$ cat config.mk
export PLATFORM = sky130hd
export DESIGN_NAME = signal_plan_green_countdown
export DESIGN_NICKNAME = d
export VERILOG_FILES = /design/src/hdl/spgc_pkg.sv /design/src/hdl/spgc_ram.sv /design/src/hdl/signal_plan_green_countdown.sv
export SDC_FILE = /design/constraint.sdc
export NUM_CORES = 2
export LEC_CHECK = 0
export BUFFER_PORTS_ARGS = -buffer_cell sky130_fd_sc_hd__buf_2
export CORE_MARGIN = 3
export CORE_UTILIZATION = 65
export CTS_BUF_LIST = sky130_fd_sc_hd__clkbuf_4 sky130_fd_sc_hd__clkbuf_8
export DETAILED_ROUTE_END_ITERATION = 12
export MAX_ROUTING_LAYER = met4
export PLACE_DENSITY = 0.85
export RECOVER_POWER = 25
export SYNTH_ARGS = -nofsm -noshare
export SYNTH_HDL_FRONTEND = slang
export SYNTH_SLANG_ARGS = --single-unit
$ cat constraint.sdc
create_clock -name i_clk -period 5.3 [get_ports i_clk]
set_input_delay 0.795 -clock i_clk [delete_from_list [all_inputs] [get_ports i_clk]]
set_output_delay 0.795 -clock i_clk [all_outputs]
set_load 0.02 [all_outputs]
$ cat src/hdl/spgc_pkg.sv
package spgc_pkg;

    localparam int DEF_MAX_PERIODS   = 8;
    localparam int DEF_MAX_INTERVALS = 8;

    localparam logic [17:0] DAY_SECONDS = 18'd86400;
    localparam logic [4:0]  DIV_LAST    = 5'd16;

    localparam logic [1:0] MODE_HEADER   = 2'd0;
    localparam logic [1:0] MODE_INTERVAL = 2'd1;
    localparam logic [1:0] MODE_QUERY    = 2'd2;

    typedef struct packed {
        logic [1:0]  mode;
        logic [2:0]  period_index;
        logic [2:0]  interval_index;
        logic [16:0] start_seconds;
        logic [9:0]  cycle_length;
        logic [9:0]  phase_offset;
        logic [3:0]  interval_total;
        logic [9:0]  green_begin;
        logic [9:0]  green_end;
        logic [16:0] time_stamp;
    } t_spgc_in;

    typedef struct packed {
        logic [10:0] seconds_to_green;
        logic        no_period;
    } t_spgc_out;

    typedef struct packed {
        logic [16:0] start;
        logic [9:0]  cycle;
        logic [9:0]  offset;
        logic [3:0]  count;
    } t_period_rec;

    typedef struct packed {
        logic [9:0] green_begin;
        logic [9:0] green_end;
    } t_interval_rec;

endpackage

$ cat src/hdl/spgc_ram.sv
module spgc_ram #(
    parameter int WIDTH = 8,
    parameter int DEPTH = 8,
    localparam int AW = (DEPTH > 1) ? $clog2(DEPTH) : 1
) (
    input  logic             i_clk,
    input  logic             i_we,
    input  logic [AW-1:0]    i_waddr,
    input  logic [WIDTH-1:0] i_wdata,
    input  logic [AW-1:0]    i_raddr,
    output logic [WIDTH-1:0] o_rdata
);

    logic [WIDTH-1:0] r_mem [DEPTH];
    logic [WIDTH-1:0] r_rdata;

    always_ff @(posedge i_clk) begin
        if (i_we) begin
            r_mem[i_waddr] <= i_wdata;
        end
        r_rdata <= r_mem[i_raddr];
    end

    assign o_rdata = r_rdata;

endmodule

$ cat src/hdl/signal_plan_green_countdown.sv
// Time-of-day signal plan with green countdown.
//
// Items enter on i_item when start is high and busy is low. A header load
// (mode 0) or interval load (mode 1) writes one entry and leaves busy low.
// A query (mode 2) raises busy while the plan is scanned; mode 3 is dropped.
// The register active_periods is written through i_cfg_we / i_cfg_wdata;
// the user must write it only while the block is idle, which the block
// itself does not enforce.
// A query result shows on o_result with o_strobe high for a single cycle;
// busy falls on that same cycle, so the next item can be taken at once.
// The receiver cannot stall. A query with no periods is answered without a
// scan; else each period scanned takes one read of the period memory (S_HDR,
// S_NXT), and the period that holds the time stamp then runs a bit-serial
// modulo (S_MOD), a correction (S_FIX) and one read of the interval memory
// per green interval (S_IV). Reset clears active_periods, the sequencer and
// the strobe; plan memories hold garbage until loaded and get no clearing
// pass.
module signal_plan_green_countdown
    import spgc_pkg::*;
#(
    parameter int MAX_PERIODS   = DEF_MAX_PERIODS,
    parameter int MAX_INTERVALS = DEF_MAX_INTERVALS
) (
    input  logic       i_clk,
    input  logic       i_rst_n,
    input  logic       start,
    output logic       busy,
    input  t_spgc_in   i_item,
    input  logic       i_cfg_we,
    input  logic [3:0] i_cfg_wdata,
    output logic       o_strobe,
    output t_spgc_out  o_result
);

    localparam int IDEPTH = MAX_PERIODS * MAX_INTERVALS;
    localparam int PAW    = (MAX_PERIODS > 1) ? $clog2(MAX_PERIODS) : 1;
    localparam int IAW    = (IDEPTH > 1) ? $clog2(IDEPTH) : 1;
    localparam int IIW    = (MAX_INTERVALS > 1) ? $clog2(MAX_INTERVALS) : 1;
    localparam int NW     = $clog2(MAX_PERIODS + 1);
    localparam int KW     = $clog2(MAX_INTERVALS + 1);

    typedef enum logic [2:0] {
        S_IDLE,
        S_HDR,
        S_NXT,
        S_MOD,
        S_FIX,
        S_IV
    } t_state;

    t_state        r_state;
    logic [3:0]    r_active;
    logic          r_strobe;
    t_spgc_out     r_result;

    logic [16:0]   r_t;
    logic [PAW-1:0] r_idx;
    logic [PAW-1:0] r_last;
    logic [16:0]   r_start0;
    t_period_rec   r_cur;
    logic [IIW-1:0] r_j;
    logic [IIW-1:0] r_klast;
    logic          r_neg;
    logic [16:0]   r_div;
    logic [9:0]    r_rem;
    logic [4:0]    r_cnt;
    logic [9:0]    r_pos;
    logic [10:0]   r_best;
    logic          r_green;

    logic          accept;
    logic          p_we;
    logic          iv_we;
    logic [PAW-1:0] p_waddr;
    logic [PAW-1:0] p_raddr;
    logic [IAW-1:0] iv_waddr;
    logic [IAW-1:0] iv_raddr;
    logic [PAW-1:0] p_next;
    logic [IIW-1:0] j_next;
    t_period_rec   p_wdata;
    t_period_rec   p_rdata;
    t_interval_rec iv_wdata;
    t_interval_rec iv_rdata;

    logic [NW-1:0] n_sat;
    logic [KW-1:0] k_sat;
    logic [17:0]   span_end;
    logic          in_span;
    logic [10:0]   rem_sh;
    logic [9:0]    n_rem;
    logic [9:0]    n_pos;
    logic          hit;
    logic [10:0]   wait_s;
    logic [10:0]   n_best;
    logic          n_green;
    logic          n_strobe;

    assign busy   = (r_state != S_IDLE);
    assign accept = start && !busy;

    assign n_sat = (r_active > MAX_PERIODS) ? NW'(MAX_PERIODS) : NW'(r_active);
    assign k_sat = (r_cur.count > MAX_INTERVALS) ? KW'(MAX_INTERVALS) : KW'(r_cur.count);

    assign n_strobe = ((r_state == S_IDLE) && accept && (i_item.mode == MODE_QUERY)
                       && (n_sat == '0))
                      || ((r_state == S_NXT) && !in_span && (r_idx == r_last))
                      || ((r_state == S_IV) && (r_j == r_klast));

    always_comb begin
        p_we     = accept && (i_item.mode == MODE_HEADER)
                   && (32'(i_item.period_index) < MAX_PERIODS);
        iv_we    = accept && (i_item.mode == MODE_INTERVAL)
                   && (32'(i_item.period_index) < MAX_PERIODS)
                   && (32'(i_item.interval_index) < MAX_INTERVALS);
        p_waddr  = PAW'(i_item.period_index);
        iv_waddr = IAW'(32'(i_item.period_index) * MAX_INTERVALS
                        + 32'(i_item.interval_index));
        p_wdata  = '{start:  i_item.start_seconds,
                     cycle:  i_item.cycle_length,
                     offset: i_item.phase_offset,
                     count:  i_item.interval_total};
        iv_wdata = '{green_begin: i_item.green_begin,
                     green_end:   i_item.green_end};

        p_next = (r_idx == r_last) ? r_idx : r_idx + 1'b1;
        j_next = (r_j == r_klast) ? r_j : r_j + 1'b1;

        unique case (r_state)
            S_IDLE:        p_raddr = '0;
            S_HDR, S_NXT:  p_raddr = p_next;
            default:       p_raddr = r_idx;
        endcase

        unique case (r_state)
            S_IV:    iv_raddr = IAW'(32'(r_idx) * MAX_INTERVALS + 32'(j_next));
            default: iv_raddr = IAW'(32'(r_idx) * MAX_INTERVALS);
        endcase
    end

    // span test
    always_comb begin
        span_end = (r_idx == r_last) ? ({1'b0, r_start0} + DAY_SECONDS)
                                     : {1'b0, p_rdata.start};
        in_span  = (r_t >= r_cur.start) && ({1'b0, r_t} <= span_end)
                   && (k_sat != '0);
    end

    // restoring modulo step and final cycle position
    always_comb begin
        rem_sh = {r_rem, r_div[16]};
        n_rem  = (rem_sh >= {1'b0, r_cur.cycle}) ? 10'(rem_sh - {1'b0, r_cur.cycle})
                                                  : rem_sh[9:0];
        priority if (r_cur.cycle == '0) begin
            n_pos = '0;
        end else if (r_neg && (r_rem != '0)) begin
            n_pos = r_cur.cycle - r_rem;
        end else if (r_neg) begin
            n_pos = '0;
        end else begin
            n_pos = r_rem;
        end
    end

    // interval evaluation
    always_comb begin
        hit    = (r_pos >= iv_rdata.green_begin) && (r_pos <= iv_rdata.green_end);
        wait_s = (r_pos < iv_rdata.green_begin)
                 ? ({1'b0, iv_rdata.green_begin} - {1'b0, r_pos})
                 : ({1'b0, r_cur.cycle} - {1'b0, r_pos} + {1'b0, iv_rdata.green_begin});
        n_best  = (wait_s < r_best) ? wait_s : r_best;
        n_green = r_green || hit;
    end

    always_ff @(posedge i_clk) begin
        if (!i_rst_n) begin
            r_state  <= S_IDLE;
            r_active <= '0;
            r_strobe <= 1'b0;
        end else begin
            r_strobe <= n_strobe;
            if (i_cfg_we) begin
                r_active <= i_cfg_wdata;
            end
            unique case (r_state)
                S_IDLE: begin
                    if (accept && (i_item.mode == MODE_QUERY)) begin
                        r_t    <= i_item.time_stamp;
                        r_idx  <= '0;
                        r_last <= PAW'(n_sat - 1'b1);
                        if (n_sat == '0) begin
                            r_result <= '{seconds_to_green: '0, no_period: 1'b1};
                        end else begin
                            r_state <= S_HDR;
                        end
                    end
                end
                S_HDR: begin
                    r_cur <= p_rdata;
                    if (r_idx == '0) begin
                        r_start0 <= p_rdata.start;
                    end
                    r_state <= S_NXT;
                end
                S_NXT: begin
                    priority if (in_span) begin
                        r_klast <= IIW'(k_sat - 1'b1);
                        r_neg   <= (r_t < {7'd0, r_cur.offset});
                        r_div   <= (r_t < {7'd0, r_cur.offset})
                                   ? ({7'd0, r_cur.offset} - r_t)
                                   : (r_t - {7'd0, r_cur.offset});
                        r_rem   <= '0;
                        r_cnt   <= DIV_LAST;
                        r_state <= S_MOD;
                    end else if (r_idx == r_last) begin
                        r_result <= '{seconds_to_green: '0, no_period: 1'b1};
                        r_state  <= S_IDLE;
                    end else begin
                        r_idx   <= r_idx + 1'b1;
                        r_state <= S_HDR;
                    end
                end
                S_MOD: begin
                    r_rem <= n_rem;
                    r_div <= {r_div[15:0], 1'b0};
                    if (r_cnt == '0) begin
                        r_state <= S_FIX;
                    end else begin
                        r_cnt <= r_cnt - 1'b1;
                    end
                end
                S_FIX: begin
                    r_pos   <= n_pos;
                    r_j     <= '0;
                    r_best  <= '1;
                    r_green <= 1'b0;
                    r_state <= S_IV;
                end
                S_IV: begin
                    r_best  <= n_best;
                    r_green <= n_green;
                    if (r_j == r_klast) begin
                        r_result <= '{seconds_to_green: n_green ? 11'd0 : n_best,
                                      no_period: 1'b0};
                        r_state  <= S_IDLE;
                    end else begin
                        r_j <= r_j + 1'b1;
                    end
                end
                default: r_state <= S_IDLE;
            endcase
        end
    end

    assign o_strobe = r_strobe;
    assign o_result = r_result;

    spgc_ram #(
        .WIDTH ($bits(t_period_rec)),
        .DEPTH (MAX_PERIODS)
    ) u_period_ram (
        .i_clk   (i_clk),
        .i_we    (p_we),
        .i_waddr (p_waddr),
        .i_wdata (p_wdata),
        .i_raddr (p_raddr),
        .o_rdata (p_rdata)
    );

    spgc_ram #(
        .WIDTH ($bits(t_interval_rec)),
        .DEPTH (IDEPTH)
    ) u_interval_ram (
        .i_clk   (i_clk),
        .i_we    (iv_we),
        .i_waddr (iv_waddr),
        .i_wdata (iv_wdata),
        .i_raddr (iv_raddr),
        .o_rdata (iv_rdata)
    );

endmodule

# Word-level counts from Yosys, hierarchy flattened
# Memory sizes are Yosys's and may differ from the RTL's. A register that Yosys moved wholly into a read port is not among the register bits.
# Index checks and enable logic that the tools add are counted.
# op_classes
add_sub_neg	15
n_lt_le_gt_ge	10
eq_ne	18
n_mux	44
reduce_logical	44
# op_table
cell	n
two-way mux 12 bit	5
two-way mux 10 bit	4
case mux 12 bit (3 select lines)	1
two-way mux 17 bit	2
case mux 17 bit (2 select lines)	1
two-way mux 11 bit	3
two-way mux 3 bit	8
case mux 11 bit (2 select lines)	1
subtractor 10 x 10 -> 11 bit	2
case mux 10 bit (2 select lines)	1
subtractor 10 bit	2
adder 17 x 17 -> 18 bit, second input constant	1
less-or-equal comparator 17 x 18 -> 1 bit	1
two-way mux 18 bit	1
case mux 3 bit (2 select lines)	3
case mux 3 bit (6 select lines)	1
greater-or-equal comparator 17 bit	1
less-than comparator 17 x 10 -> 1 bit	1
subtractor 10 x 17 -> 17 bit	1
subtractor 17 x 10 -> 17 bit	1
logical AND 1 bit	14
adder 6 x 3 -> 6 bit	2
AND reduction 3 bit	4
AND reduction 4 bit	3
other kinds (39)	67
# word_totals
regBits	162
ramBits	1608
out_inout_bits	14
word_cells	155
n_memories	2
# mem_list
name	depth	width	read_ports	rd_ports_with_merged_regs	write_ports	line_no	rtl
u_interval_ram.r_mem	64	20	1	1	1	spgc_ram.sv:14	logic [WIDTH-1:0] r_mem [DEPTH];
u_period_ram.r_mem	8	41	1	1	1	spgc_ram.sv:14	

# Depth between registers and ports, before layout
# depth
ltp_word	10
mapped_depth	22
ltp_nobuf	22

# Cells and area by module
# A second synthesis with hierarchy kept.
# hier_totals
cells_unflattened	3946
area_unflattened_um2	74632.8
# by_module_without_submodules
mod	instances	cells_each	area_each_um2
spgc_ram at u_interval_ram	1	2243	49495.0
spgc_ram at u_period_ram	1	528	13492.9
signal_plan_green_countdown	1	1175	11644.9

# Least setup slack after synthesis
# Ideal clock, no wire load.
# synth_path
path_kind	reg-to-reg
startpoint	register r_cur[16] in the netlist's numbering
endpoint	register r_best[1] (data pin)
setup_time_ns	0.268
t_arrival_ns	4.167
required_ns	5.032
slack_ns	0.865
path_stages_with_launch	19
n_path_buf	0
cell_sequence	edfxtp_1 -> inv_1 -> fa_1 -> inv_1 -> ha_1 -> nor2b_1 -> o21ai_0 -> a21oi_1 -> o41ai_1 -> o21ai_0 -> xor2_1 -> a22o_1 -> ha_1 -> nand2_1 -> or3_1 -> o221ai_1 -> nand2_1 -> mux2i_1 -> nand2_1
# synth_via
elab_chain_cells	6
# synth_lines
item	line_no	rtl
from (decl)	signal_plan_green_countdown.sv:60	t_period_rec r_cur;
from (signal assigned)	signal_plan_green_countdown.sv:198	r_cur <= p_rdata;
subtractor 10 x 10 -> 11 bit	signal_plan_green_countdown.sv:169	: ({1'b0, r_cur.cycle} - {1'b0, r_pos} + {1'b0, iv_rdata.green_begin});
adder 11 x 10 -> 11 bit	signal_plan_green_countdown.sv:169	
two-way mux 11 bit	signal_plan_green_countdown.sv:168	? ({1'b0, iv_rdata.green_begin} - {1'b0, r_pos})
less-than comparator 11 bit	signal_plan_green_countdown.sv:170	n_best = (wait_s < r_best) ? wait_s : r_best;
two-way mux 11 bit	signal_plan_green_countdown.sv:170	
case mux 11 bit (2 select lines)	signal_plan_green_countdown.sv:184	unique case (r_state)
to (signal assigned)	signal_plan_green_countdown.sv:239	r_best <= n_best;
to (decl)	signal_plan_green_countdown.sv:68	logic [10:0] r_best;
# No other way between the ends.
# A chain may end at the register's enable or synchronous reset.

# Worst setup path after layout
# layout_path
startpoint	register r_cur[15] in the netlist's numbering
endpoint	register r_result (netlist bit o_result[3]) (data pin)
# layout_via
elab_chain_cells	8
# layout_lines
item	line_no	rtl
subtractor 10 x 10 -> 11 bit *	signal_plan_green_countdown.sv:169	
adder 11 x 10 -> 11 bit *	signal_plan_green_countdown.sv:169	
two-way mux 11 bit *	signal_plan_green_countdown.sv:168	
less-than comparator 11 bit	signal_plan_green_countdown.sv:170	
two-way mux 11 bit *	signal_plan_green_countdown.sv:170	
two-way mux 11 bit *	signal_plan_green_countdown.sv:242	r_result <= '{seconds_to_green: n_green ? 11'd0 : n_best,
two-way mux 12 bit *	signal_plan_green_countdown.sv:241	if (r_j == r_klast) begin
case mux 12 bit (3 select lines) *	signal_plan_green_countdown.sv:184	
to (signal assigned)	signal_plan_green_countdown.sv:191	r_result <= '{seconds_to_green: '0, no_period: 1'b1};
to (signal assigned)	signal_plan_green_countdown.sv:215	r_result <= '{seconds_to_green: '0, no_period: 1'b1};
to (signal assigned)	signal_plan_green_countdown.sv:242	
to (decl)	signal_plan_green_countdown.sv:54	t_spgc_out r_result;
# Mark *: on every way between the ends. The rest lies on a longest branch, timed or not. The select of a mux whose other input is x is not followed.

==> summary.md <==
| Metric | Value |
|---|---|
| CP Depth | 18 |
| Async SR Flop Fraction | 0% |
| DRC viols | 2 |
| Die height | 345.7 um |
| Final core utilization | 73.27% |
| Final Cycle Share | 92.20% |
| Crit path buf inv count | 2 |
| Chip width | 345.7 um |
| Initial Util | 65.53% |
| Failing checks | design-rule violations, max-capacitance violations, max-slew violations |
| Synth-to-layout area growth | 11.81% |
| Worst path max stage delay | 0.43 ns |
| Type of the worst setup path | reg -> reg |
| CTS Buf Count | 295 |
| Maximum clock frequency | 204.7 MHz |
| I/O pin total | 108 |
| Rel. slew slack | -151.8% |
| Clock sink count | 1831 |
| Library cells used by synthesis | 79 |
| Startpoint types | register |
| Unrepaired setup endpoints after global routing | false |
| First-pass GRT wire length | 300.5 mm |
| Clock buffer depth | 4 |
| Post-CTS Setup Repair Bufs | 0 |
| Post-layout min period | 4.886 ns |
| CTS Root Cell | clkbuf_8 |
| # placed instances | 6877 |
| Post-Route WL | 205.9 mm |
| Register area | 0.05429 sq mm |
| Synth Instances | 5350 |
| Row cnt | 124 |
| NumNets Final | 5909 |
| Largest net degree at the start of global routing | 115 |
| Largest delay share family, worst path | compound AO/OA/AOI/OAI gates |
| Worst-path cell chain | inv_1 -> fa_1 -> inv_1 -> ha_1 -> nor2b_1 -> o21ai_0 -> a21oi_1 -> o41ai_2 -> o21ai_0 -> xor2_1 -> a22o_1 -> ha_1 -> nand2_1 -> or3_1 -> o221ai_1 -> nand2_1 -> mux2i_1 -> nor2_1 |
| Worst reg2reg setup slack | 0.41 ns |
| Worst EP required | 5.97 ns |
| # Max-Cap Violations | 16 |
| Worst Setup End Kind | register |
| Detail Route Antenna Nets | 0 |
| Worst-Margin Slew | 3.777 ns |
| DP HPWL | 115.2 mm |
| Register bit total from synthesis | 1831 |
| Clk Latency, worst-skew pair | 0.99 ns |
| GRT Util Overall | 34.84% |
| Hold Crit Depth | 3 |
| Arrival time of the worst setup path | 5.55 ns |
| Final Hold Viols | 0 |
| WL per Instance | 27.77 um |
| Synth Net Count | 5580 |
| Status | complete, but fails checks |
| Vias in the first global route | 48450 |
| First-pass iteration count of the detailed router | 12 |
| Antenna violations before repair | 22 |
| Depth of the worst register-to-register path | 18 |
| Vias post-DR | 49510 |
| Hold crit path type | in -> reg |
| Final std cells w/o fill | 7414 |
| Primary FF master, synth | edfxtp_1 |
| Post-synth EDFFs | 1762 |
| Synth warn | 0 |
| GPL Wtd Cong | 0.9322 |
| Die Area | 0.1195 sq mm |
| Max IR drop VDD | 0.2559 mV |
| P_leak | 30.15 nW |
| Slowest CP cell | fa_1 |
| TNS Setup | 0 ns |
| Initial DRC count | 9096 |
| Vias per cell | 6.678 |
| Final setup viols | 0 |
| Area occupied by multi-input gates | 0.01924 sq mm |
| Clock transition at path regs | 0.07 ns |
| PD cells | 342.1 mW/mm^2 |
| CTS tree | built |
| Layout cells sized above 1 | 15.54% |
| Count of final max-slew check failures | 1040 |
| Sequential share of the synthesized area | 72.36% |
| H-tree levels | 5 |
| Syn avg cell area | 14.02 sq um |
| Grt ovf | 0 |
| Port Buffers | 107 |
| Fillers | 6397 |
| Crit Path Max Fanout | 10 |
| Post-Synthesis Cell Area | 0.07503 sq mm |
| Final Skew | 0.09101 ns |
| Core box area | 0.1145 sq mm |
-- registers in the layout (all words and copies together) (netlist names), 3 cells and up --
name / cells
r_rem: 10
u_period_ram.r_mem: 328
u_interval_ram.r_mem: 1280
u_period_ram.o_rdata: 41
r_t: 17
r_klast: 3
r_j: 3
r_active: 4
r_state: 3
u_interval_ram.o_rdata: 20
o_result: 12
r_best: 11
r_last: 3
r_cnt: 5
r_start0: 17
r_idx: 3
r_cur: 41
r_pos: 10
r_div: 17
-- where the power goes --
part           internal (mW)  switching (mW)
registers               16.0          0.0653
clock network           6.20            5.48
logic                  0.302           0.693
total                   22.5            6.23
-- area by class of cell --
class                   instances  area share (%)
clock buffers                 416           5.997
well taps                    1512           2.255
flip-flops and latches       1831           64.72
multi-input cells            3083           22.94
clock inverters                85          0.5623
inverters                     152          0.6950
diodes                         19         0.05667
repair buffers                316           2.780
-- logic make-up after synthesis --
| family | after synthesis | share of synthesized area (%) |
|---|---|---|
| flops | 1831 | 72.36 |
| compound gates | 780 | 6.357 |
| simple gates | 1809 | 10.32 |
| fa+ha+maj | 138 | 2.445 |
| buf+inv | 436 | 2.406 |
| xor+xnor | 58 | 0.6771 |
| mux | 298 | 5.431 |
-- layout by cell type, fill, tap and decap left out, types with 15 or more instances in the layout --
master,Yosys,layout
edfxtp_1,1762,1762
nand2_1,958,955
nor2_1,378,310
clkbuf_8,0,305
a21oi_1,290,289
nand3_1,196,196
o21ai_0,185,185
mux2i_1,172,172
buf_4,8,152
inv_1,144,144
ha_1,121,121
clkbuf_4,0,111
nor4_1,87,85
mux4_2,83,83
dfxtp_1,69,69
buf_2,89,63
nor2_2,0,60
clkbuf_1,148,60
clkinv_1,3,59
and3_1,50,50
a22oi_1,46,46
a211oi_1,45,45
mux2_2,43,43
o32ai_1,40,40
xnor2_1,35,35
nand4_1,33,33
nor2b_1,28,28
a311oi_1,28,27
a21o_1,26,26
buf_12,0,24
xor2_1,23,23
nor3_1,24,23
o22ai_1,22,21
o21ai_1,21,21
diode_2,0,19
dlygate4sd3_1,0,17
fa_1,15,15
-- metrics by stage --
step	instance area (sq um)	worst slack, ns	total power, mW	hold slack [ns]
after floorplan	75030	0.8653	16.73	0.3855
after global placement	78280	0.3802	17.20	0.3869
after detailed placement	78280	0.2985	17.24	0.3921
after CTS	83950	0.2698	28.59	0.007060
after global routing	83890	0.03339	29.40	0.05796
final	83890	0.4136	28.70	0.08232
-- metal layers --
layer | track usage (%) | wire, um
met3 | 10.45 | 31910
met1 | 46.19 | 70500
met2 | 50.56 | 94250
met4 | 15.40 | 9224
met5 | - | 0
-- what timing repair did --
item | in CTS | in global routing
hold endpoints to repair | 17 | 0
gates resized for setup | 0 | 1
endpoints found under the setup margin | 0 | 20
hold buffers | 17 | 0
-- final timing paths --
path | startpoint | endpoint
min reg2reg | u_period_ram.o_rdata[12] | r_cur[12]
max | r_cur[15] | o_result[3]
min | i_cfg_wdata[2] | r_active[2]
max reg2reg | r_cur[15] | o_result[3]
-- worst reg2reg max path: stages, from the launching register on --
cell,delay (ns)
edfxtp_1,0.41
inv_1,0.16
fa_1,0.44
inv_1,0.06
ha_1,0.25
nor2b_1,0.14
o21ai_0,0.24
a21oi_1,0.16
o41ai_2,0.33
o21ai_0,0.17
xor2_1,0.16
a22o_1,0.27
ha_1,0.30
nand2_1,0.08
or3_1,0.37
o221ai_1,0.27
nand2_1,0.41
mux2i_1,0.32
nor2_1,0.08
-- cell usage after synthesis, types with 7 or more instances --
| master | instances | area [sq um] |
|---|---|---|
| o21ai_1 | 21 | 105.1 |
| a311oi_1 | 28 | 245.2 |
| a22oi_1 | 46 | 345.3 |
| or3_1 | 8 | 50.05 |
| xor2_1 | 23 | 201.4 |
| o22ai_1 | 22 | 137.6 |
| buf_1 | 36 | 135.1 |
| nand3_1 | 196 | 980.9 |
| dfxtp_1 | 69 | 1381 |
| mux2i_1 | 172 | 1722 |
| xnor2_1 | 35 | 306.5 |
| o21ai_0 | 185 | 925.9 |
| mux2_2 | 43 | 484.2 |
| edfxtp_1 | 1762 | 52910 |
| nand2_1 | 958 | 3596 |
| inv_1 | 144 | 540.5 |
| buf_2 | 89 | 445.4 |
| a211oi_1 | 45 | 337.8 |
| nor2b_1 | 28 | 175.2 |
| mux4_2 | 83 | 1869 |
| ha_1 | 121 | 1514 |
| nand2b_1 | 13 | 81.33 |
| nand3b_1 | 7 | 52.55 |
| a21o_1 | 26 | 195.2 |
| clkbuf_1 | 148 | 555.5 |
| buf_4 | 8 | 60.06 |
| nand4_1 | 33 | 206.5 |
| nor4_1 | 87 | 544.3 |
| fa_1 | 15 | 300.3 |
| a21boi_0 | 8 | 60.06 |
| o21a_1 | 9 | 67.56 |
| nor2_1 | 378 | 1419 |
| a21oi_1 | 290 | 1451 |
| and3_1 | 50 | 312.8 |
| nor3_1 | 24 | 120.1 |
| o32ai_1 | 40 | 350.3 |
| o31ai_1 | 13 | 97.59 |
(Power assumes the default switching activity.)
